**src/design/rnea_pkg.sv**
```systemverilog
// Shared types and codes of the ring neighbor exclusion arbiter.
// No dependencies.
package rnea_pkg;

    // Opcodes of an input item
    localparam logic [1:0] OP_REQUEST = 2'd0;
    localparam logic [1:0] OP_RELEASE = 2'd1;
    localparam logic [1:0] OP_TICK    = 2'd2;

    localparam int MASK_BITS = 8;

    typedef enum logic [1:0] {
        PH_IDLE  = 2'd0,
        PH_WAIT  = 2'd1,
        PH_GRANT = 2'd2
    } t_phase;

    typedef struct packed {
        logic [1:0] opcode;
        logic [2:0] requester;
    } t_in_item;

    typedef struct packed {
        logic [7:0]  granted_mask;
        logic [7:0]  holding_mask;
        logic [15:0] grant_count;
        logic [31:0] total_wait;
        logic        illegal;
    } t_out_item;

    // What a cell shows its two neighbors
    typedef struct packed {
        logic holding;    // currently granted
        logic releasing;  // this cell is the target of a legal release
        logic grant_l;    // granted as left neighbor of a release
    } t_nbr;

    // What a cell reports to the top level (values after the item)
    typedef struct packed {
        logic        granted;
        logic        holding;
        logic        legal;
        logic [15:0] grant_count;
        logic [31:0] total_wait;
    } t_cell_stat;

endpackage

```
**src/design/rnea_cell.sv**
```systemverilog
// One requester slot of the ring: phase, wait timer and saturating counters.
// Depends on rnea_pkg.
module rnea_cell import rnea_pkg::*; #(
    parameter int IDX       = 0
) (
    input  logic       i_clk,
    input  logic       i_rst_n,
    input  logic       i_fire,
    input  t_in_item   i_item,
    input  t_nbr       i_left,
    input  t_nbr       i_right,
    output t_nbr       o_nbr,
    output t_cell_stat o_stat
);

    localparam bit ADDRESSABLE = (IDX < MASK_BITS);

    t_phase      r_phase, n_phase;
    logic [15:0] r_count, n_count;
    logic [31:0] r_sum, n_sum;
    logic [31:0] r_elapsed, n_elapsed;

    logic        is_req, req_ok, rel_ok;
    logic        left_eff, right_eff;
    logic        grant_q, grant_l, grant_r, grant;
    logic [31:0] wait_add;
    logic [32:0] sum_wide;

    // Neighbors count as holding unless they are being released now
    assign left_eff  = i_left.holding && !i_left.releasing;
    assign right_eff = i_right.holding && !i_right.releasing;

    assign is_req = ADDRESSABLE && (i_item.requester == 3'(IDX));
    assign req_ok = is_req && (i_item.opcode == OP_REQUEST) && (r_phase == PH_IDLE);
    assign rel_ok = is_req && (i_item.opcode == OP_RELEASE) && (r_phase == PH_GRANT);

    // Grant paths: own request, left of a release, right of a release
    assign grant_q = req_ok && !left_eff && !right_eff;
    assign grant_l = i_right.releasing && (r_phase == PH_WAIT) && !left_eff;
    assign grant_r = i_left.releasing && (r_phase == PH_WAIT) && !grant_l
                     && !left_eff && !right_eff && !i_left.grant_l && !i_right.grant_l;
    assign grant   = grant_q || grant_l || grant_r;

    // Wait of a fresh request is zero
    assign wait_add = req_ok ? 32'd0 : r_elapsed;
    assign sum_wide = {1'b0, r_sum} + {1'b0, wait_add};

    // Next state of the slot
    always_comb begin
        n_phase   = r_phase;
        n_count   = r_count;
        n_sum     = r_sum;
        n_elapsed = r_elapsed;
        if (grant) begin
            n_phase = PH_GRANT;
            n_count = (r_count == 16'hFFFF) ? r_count : r_count + 16'd1;
            n_sum   = sum_wide[32] ? 32'hFFFF_FFFF : sum_wide[31:0];
        end else if (req_ok) begin
            n_phase = PH_WAIT;
        end else if (rel_ok) begin
            n_phase = PH_IDLE;
        end
        if (req_ok) begin
            n_elapsed = 32'd0;
        end else if (i_item.opcode == OP_TICK) begin
            n_elapsed = r_elapsed + 32'd1;
        end
    end

    // Phase and counters
    always_ff @(posedge i_clk) begin
        if (!i_rst_n) begin
            r_phase <= PH_IDLE;
            r_count <= '0;
            r_sum   <= '0;
        end else if (i_fire) begin
            r_phase <= n_phase;
            r_count <= n_count;
            r_sum   <= n_sum;
        end
    end

    // Wait timer, meaningful only while waiting
    always_ff @(posedge i_clk) begin
        if (i_fire) begin
            r_elapsed <= n_elapsed;
        end
    end

    assign o_nbr.holding   = (r_phase == PH_GRANT);
    assign o_nbr.releasing = rel_ok;
    assign o_nbr.grant_l   = grant_l;

    assign o_stat.granted     = grant;
    assign o_stat.holding     = (n_phase == PH_GRANT);
    assign o_stat.legal       = req_ok || rel_ok;
    assign o_stat.grant_count = n_count;
    assign o_stat.total_wait  = n_sum;

endmodule

```
**src/design/ring_neighbor_exclusion_arbiter_unit.sv**
```systemverilog
// Ring neighbor exclusion arbiter.
// Input channel: i_in_valid / o_in_ready with i_in_item {opcode, requester}.
//   Opcode request marks an idle requester waiting and grants it if neither
//   ring neighbor holds a grant; release frees a granted requester and retests
//   its left, then right neighbor; tick advances time by one.
// Output channel: o_out_valid / i_out_ready with o_out_item, one result per
//   item: newly granted mask, holding mask, saturating grant count and wait
//   total of the addressed requester, and an illegal flag.
// Latency: the result is valid the cycle after the item is accepted.
// Throughput: one item per cycle while results are taken; every ring slot updates in the
//   same cycle and neighbors exchange holding and release status through the cell row.
// Reset (synchronous, active low): all requesters idle, counters zero, no
//   result pending.
// Stall: a result waits in the output register; a new item is taken in the
//   same cycle the pending result is taken, otherwise o_in_ready stays low.
// Depends on rnea_pkg and rnea_cell.
module ring_neighbor_exclusion_arbiter_unit import rnea_pkg::*; #(
    parameter int RING_SIZE = 8
) (
    input  logic      i_clk,
    input  logic      i_rst_n,
    input  logic      i_in_valid,
    output logic      o_in_ready,
    input  t_in_item  i_in_item,
    output logic      o_out_valid,
    input  logic      i_out_ready,
    output t_out_item o_out_item
);

    localparam int MASK_N = (RING_SIZE < MASK_BITS) ? RING_SIZE : MASK_BITS;

    logic       fire;
    logic       addr_ok;
    logic       any_legal;
    logic       r_out_valid;
    t_out_item  r_out_item, n_out_item;
    t_nbr       w_nbr  [RING_SIZE];
    t_cell_stat w_stat [RING_SIZE];

    assign o_in_ready = !r_out_valid || i_out_ready;
    assign fire       = i_in_valid && o_in_ready;

    // Row of ring cells, each wired to both neighbors
    for (genvar g = 0; g < RING_SIZE; g++) begin : g_cell
        rnea_cell #(
            .IDX       (g)
        ) u_cell (
            .i_clk   (i_clk),
            .i_rst_n (i_rst_n),
            .i_fire  (fire),
            .i_item  (i_in_item),
            .i_left  (w_nbr[(g + RING_SIZE - 1) % RING_SIZE]),
            .i_right (w_nbr[(g + 1) % RING_SIZE]),
            .o_nbr   (w_nbr[g]),
            .o_stat  (w_stat[g])
        );
    end

    assign addr_ok = ({29'd0, i_in_item.requester} < 32'(RING_SIZE));

    // Result assembly from the cells' next values
    always_comb begin
        n_out_item = '0;
        any_legal  = 1'b0;
        for (int i = 0; i < RING_SIZE; i++) begin
            any_legal = any_legal | w_stat[i].legal;
        end
        for (int i = 0; i < MASK_N; i++) begin
            n_out_item.granted_mask[i] = w_stat[i].granted;
            n_out_item.holding_mask[i] = w_stat[i].holding;
            if (i_in_item.requester == 3'(i)) begin
                n_out_item.grant_count = w_stat[i].grant_count;
                n_out_item.total_wait  = w_stat[i].total_wait;
            end
        end
        if (!addr_ok) begin
            n_out_item.grant_count = '0;
            n_out_item.total_wait  = '0;
        end
        n_out_item.illegal = ((i_in_item.opcode == OP_REQUEST) ||
                              (i_in_item.opcode == OP_RELEASE)) && !any_legal;
    end

    // Output register
    always_ff @(posedge i_clk) begin
        if (!i_rst_n) begin
            r_out_valid <= 1'b0;
        end else if (o_in_ready) begin
            r_out_valid <= i_in_valid;
        end
    end

    always_ff @(posedge i_clk) begin
        if (fire) begin
            r_out_item <= n_out_item;
        end
    end

    assign o_out_valid = r_out_valid;
    assign o_out_item  = r_out_item;

endmodule

```
**config.mk**
```make
export PLATFORM = sky130hd
export DESIGN_NAME = ring_neighbor_exclusion_arbiter_unit
export DESIGN_NICKNAME = d
export VERILOG_FILES = /design/src/design/rnea_pkg.sv /design/src/design/rnea_cell.sv /design/src/design/ring_neighbor_exclusion_arbiter_unit.sv
export SDC_FILE = /design/constraint.sdc
export NUM_CORES = 2
export LEC_CHECK = 0
export ABC_AREA = 1
export ABC_CLOCK_PERIOD_IN_PS = 3900
export BUFFER_PORTS_ARGS = -buffer_cell sky130_fd_sc_hd__buf_4
export CORE_UTILIZATION = 46
export CTS_CLUSTER_SIZE = 20
export DETAILED_ROUTE_END_ITERATION = 8
export GPL_TIMING_DRIVEN = 0
export HOLD_SLACK_MARGIN = 0.1
export SLEW_MARGIN = 40
export SYNTH_ARGS = -nofsm -noshare
export SYNTH_HDL_FRONTEND = slang
export SYNTH_SLANG_ARGS = --single-unit
```
**constraint.sdc**
```tcl
create_clock -name i_clk -period 3.9 [get_ports i_clk]
set_input_delay 0.39 -clock i_clk [delete_from_list [all_inputs] [get_ports i_clk]]
set_output_delay 0.39 -clock i_clk [all_outputs]
set_load 0.03 [all_outputs]
```
Word level (Yosys, flattened, before mapping)
Cells that the tools add are included.
{"block": "totals", "reg_bits": 722, "in_bits": 9, "output_inout_bits": 67, "wordCells": 390}
{"block": "op_classes", "addsub": 24, "eq_ne": 41, "mux": 80, "n_bitwise": 7, "n_reduce_logical": 200}
{"op": "two-way mux 32 bit", "count": 32}
{"op": "two-way mux 48 bit", "count": 8}
{"op": "adder 32 x 32 -> 33 bit", "count": 8}
{"op": "adder 32 x 1 -> 32 bit, second input constant", "count": 8}
{"op": "two-way mux 16 bit", "count": 16}
{"op": "adder 16 x 1 -> 16 bit, second input constant", "count": 8}
{"op": "equality test 16 bit, second input constant", "count": 8}
{"op": "logical AND 1 bit", "count": 122}
{"op": "two-way mux 2 bit", "count": 24}
{"op": "equality test 2 bit, second input constant", "count": 17}
{"op": "zero test 1 bit", "count": 26}
{"op": "logical OR 1 bit", "count": 26}
{"op": "equality test 2 x 1 -> 1 bit, second input constant", "count": 9}
{"op": "zero test 2 bit", "count": 9}
{"op": "AND reduction 2 bit", "count": 8}
{"op": "nonzero test 2 bit", "count": 8}
{"op": "equality test 3 bit, second input constant", "count": 4}
{"op": "OR 1 bit", "count": 7}
{"op": "equality test 3 x 2 -> 1 bit, second input constant", "count": 2}
{"op": "equality test 3 x 1 -> 1 bit, second input constant", "count": 1}
{"op": "zero test 3 bit", "count": 1}

Longest topological paths before layout
{"block": "depth", "ltp_word": 23, "ltp_mapped": 27, "ltp_nobuf": 25}

Cells and area by module
A second synthesis with hierarchy kept.
{"block": "hier_totals", "hier_cells": 10931, "hier_area_um2": 66973.0}
{"mod": "rnea_cell (g_cell[1].u_cell ...)", "instances": 3, "cells_per_inst": 1264, "area_per_inst_um2": 7728.7}
{"mod": "rnea_cell (g_cell[3].u_cell)", "instances": 1, "cells_per_inst": 1310, "area_per_inst_um2": 7918.8}
{"mod": "rnea_cell (g_cell[7].u_cell)", "instances": 1, "cells_per_inst": 1275, "area_per_inst_um2": 7754.9}
{"mod": "rnea_cell (g_cell[6].u_cell)", "instances": 1, "cells_per_inst": 1310, "area_per_inst_um2": 7643.6}
{"mod": "rnea_cell (g_cell[0].u_cell)", "instances": 1, "cells_per_inst": 1250, "area_per_inst_um2": 7633.6}
{"mod": "rnea_cell (g_cell[5].u_cell)", "instances": 1, "cells_per_inst": 1257, "area_per_inst_um2": 7526.0}
{"mod": "ring_neighbor_exclusion_arbiter_unit", "instances": 1, "cells_per_inst": 737, "area_per_inst_um2": 5310.1}

Worst setup path after synthesis
OpenSTA, ideal clock, no wires.
{"block": "synth_path", "path_type": "input to register", "startpoint": "input port i_in_item[2] in the netlist's numbering", "endpoint": "register r_out_item, in the netlist o_out_item[15], data pin", "setup_ps": 268, "t_arrival_ps": 3670, "t_required_ps": 3632, "setup_slack_ps": -38, "cell_stages": 24, "path_buffers": 4, "path_cell_list": "buf_2 > nor2_2 > nand4_1 > inv_1 > clkbuf_1 > clkbuf_1 > nor2_1 > ha_1 > fa_1 > nand3_1 > nand3_1 > nand2_1 > nand2_1 > nand2_1 > nand2_1 > nand2_1 > nand2_1 > inv_1 > clkbuf_1 > nand2_1 > nand3_1 > nand3_1 > nor3_1 > nand4_1"}
{"item": "start: declaration", "line": "ring_neighbor_exclusion_arbiter_unit.sv:24", "rtl": "input t_in_item i_in_item,"}
{"item": "end signal: assignment", "line": "ring_neighbor_exclusion_arbiter_unit.sv:95", "rtl": "r_out_item <= n_out_item;"}
{"item": "end: declaration", "line": "ring_neighbor_exclusion_arbiter_unit.sv:36", "rtl": "t_out_item r_out_item, n_out_item;"}

==> reports/results.ini <==
[status]
status=finished, violations left
violations=negative setup slack

[logic_synthesis]
synth_edf_count=321
yosysSeqAreaShare=0.294
yosysMostFrequentCell=nand2_1
synthDistinctLibCells=58
ys_top_cells_by_area=edfxtp_1, nand2_1, dfxtp_1, inv_1, nor2_1
synth_area_um2=60200
synthCells=9583
synth_top_area_frac=0.160
ys_warn_count=0
ys.flop_type=dfxtp_1
syn_nets=9872
yosys.area.top_type=edfxtp_1
avgSynthCellArea_um2=6.28
synthArstFlopShare=0
synth-seq-cells=722
yosys-top-cells-count=nand2_1, inv_1, nor2_1, a21oi_1, o21ai_0

[global_route]
grt.busiest_layer=met2
grt_max_degree=30
met2_usage=0.591
grt_util_met1=0.490
grt_pass1_vias=60817
met3_usage=0.0689
grt_remaining_overflow=0
grt_pass1_wl_um=376000
track_usage=0.379
antenna_found_initial=20

[placed_design]
place_area_um2=63300
dp.cells=11416
place.gp.congestion=1.03
port_buffers=74
dp_hpwl_um=206000

[timing]
finalCritPeriodShare=1.14
setup_viol=31
setup_slack_ns=-0.539
rsz0062_at_grt=true
max_freq_ghz=0.225
finalHoldViolCount=0
finalHoldWorstSlack_ns=0.211
slew_violations=0
tightestPinTransition_ns=0.987
slew_headroom=0.342
layout_min_cycle_time_ns=4.44
clock_skew_ns=0.0640

[pwr]
seqPwrFrac=0.380
pwr_density_cell_nw_per_um2=330
power_frac_comb=0.248
ir_drop_v=0.000353
p_leak_nw=32.8
intPower_w=0.0152
switching_share=0.350
pwr-share-clk=0.372
switching_power_w=0.00818

[clock_network]
clockBufferDepth=3
numCtsBuffers=89
clk_latency_ns=0.74
root_buffer=clkbuf_16
cts.sinks=722
clkTransAtPathRegs_ns=0.07
cts_tree=built
cts_max_level=3

[final_layout]
fillers=13204
multiInputGateArea_um2=38400
synthToLayoutAreaGrowth_pct=17.6
drive_above_1_share=0.119
seq_area_um2=17700
finalNetCount=10225
final_cells=11754
stdcell_area_um2=70800

[floorplanning]
die_h_um=364
initial_core_util=0.464
core-area_um2=130000
ioPinCount=76
die_area_um2=132000
die_x_um=364
num_rows=132

[route]
drt-initial-drc-count=6835
post_drt_wl_per_cell_um=22.0
wirelength_um=259000
num_vias=66123
ant_nets=0
viasPerCell=5.63
firstDrtPassIters=6
route.detailed.drc=0

[critical_path]
cp_max_fo=10
arrival_ns=4.86
start_kind=flop
critPathKind=flop to flop
worstPathRequired_ns=4.32
end_kind=flop

[job]
cap_violations=0

[min_path]
hp-class=input port to flop

worst max-delay path, stage by stage (launching register included):
cell	delay [ns]
dfxtp_2	0.34
inv_2	0.04
buf_4	0.12
buf_4	0.12
buf_4	0.12
buf_4	0.12
buf_4	0.13
buf_4	0.13
buf_4	0.12
buf_4	0.12
buf_4	0.13
buf_4	0.13
nor2_2	0.11
nand3_1	0.17
nand2_1	0.12
nor2_2	0.14
nor2_4	0.23
buf_6	0.18
nand2_2	0.07
o211ai_1	0.36
nand4_1	0.50
nor2_2	0.34
nand4_1	0.25
power by group through the flow:
| stage | registers (W) | clock network, W | logic [W] |
|---|---|---|---|
| 2_1_floorplan | 0.00894 | 0 | 0.00342 |
| 3_3_place_gp | 0.00900 | 0 | 0.00507 |
| 3_5_place_dp | 0.00900 | 0 | 0.00516 |
| 4_1_cts | 0.00885 | 0.00877 | 0.00547 |
| 5_1_grt | 0.00891 | 0.00904 | 0.00632 |
| 6_report | 0.00888 | 0.00870 | 0.00581 |
what timing repair did:
item | in CTS | in global routing
endpoints found under the hold margin | 1 | 0
gates cloned | 2 | 6
hold buffers | 1 | 0
setup endpoints to repair | 260 | 48
resized for setup | 496 | 276
buffers inserted | 112 | 53
pin swaps | 131 | 160
cells by family after synthesis:
| kind of cell | Yosys count | share of synthesized area |
|---|---|---|
| flops | 722 | 0.294 |
| fa+ha+maj | 280 | 0.0592 |
| buf+inv | 1779 | 0.113 |
| simple gates | 4833 | 0.346 |
| compound gates | 1709 | 0.151 |
| xor+xnor | 260 | 0.0378 |
per-layer routing:
metal | share of wire | vias up
met3 | 0.089 | 569
li1 | - | 32001
met4 | 0.065 | 20
met2 | 0.43 | 2663
met1 | 0.41 | 30870
met5 | 0.0011 | -
cell type report:
cell class	count	area share
inverter	1474	0.0785
clock inverter	57	0.00801
antenna	5	0.000177
sequential	722	0.250
multi-input combinational	7082	0.542
timing repair buffer	265	0.0332
buffer	302	0.0241
tap	1742	0.0308
clock buffer	105	0.0335
sequential cells by signal (all words and copies together) (netlist names):
name                     flops
g_cell.u_cell.r_sum        256
g_cell.u_cell.r_elapsed    256
g_cell.u_cell.r_count      128
o_out_valid                  1
g_cell.u_cell.r_phase       16
o_out_item                  65
through the flow:
stage | power [W] | util | setup WS [ns] | TNS, ns
after global routing | 0.0243 | 0.546 | -0.529 | -12.19
after floorplan | 0.0124 | - | 0.0114 | 0
final | 0.0234 | 0.546 | -0.539 | -11.45
after detailed placement | 0.0142 | 0.489 | -3.15 | -373.32
after global placement | 0.0141 | 0.485 | -3.13 | -1221.95
after CTS | 0.0231 | 0.534 | -0.529 | -11.53
cell usage in the layout (no fill, tap or decap), drive strengths merged, types with 20 or more instances in the layout:
master / n
o211ai: 86
nor2: 1117
nand2: 2303
inv: 1473
edfxtp: 321
nand4: 194
clkinv: 40
xnor2: 93
buf: 345
a21o: 24
o21ai: 728
nor3b: 40
nand3b: 28
nor3: 219
nor4: 48
nand3: 683
and2: 20
or2: 166
dfxtp: 401
a21oi: 772
o21bai: 39
clkbuf: 326
ha: 272
xor2: 167
path summary, 6_finish.rpt:
check	from	to	slack [ns]	cells after the start
min	i_in_item[4]	o_out_item[0]	0.21	4
min reg2reg	g_cell[3].u_cell.r_phase[0]	g_cell[3].u_cell.r_phase[0]	0.49	2
max	g_cell[1].u_cell.r_phase[0]	o_out_item[17]	-0.54	22
max reg2reg	g_cell[1].u_cell.r_phase[0]	o_out_item[17]	-0.54	22
No activity file was read; power rests on OpenSTA's default activity.
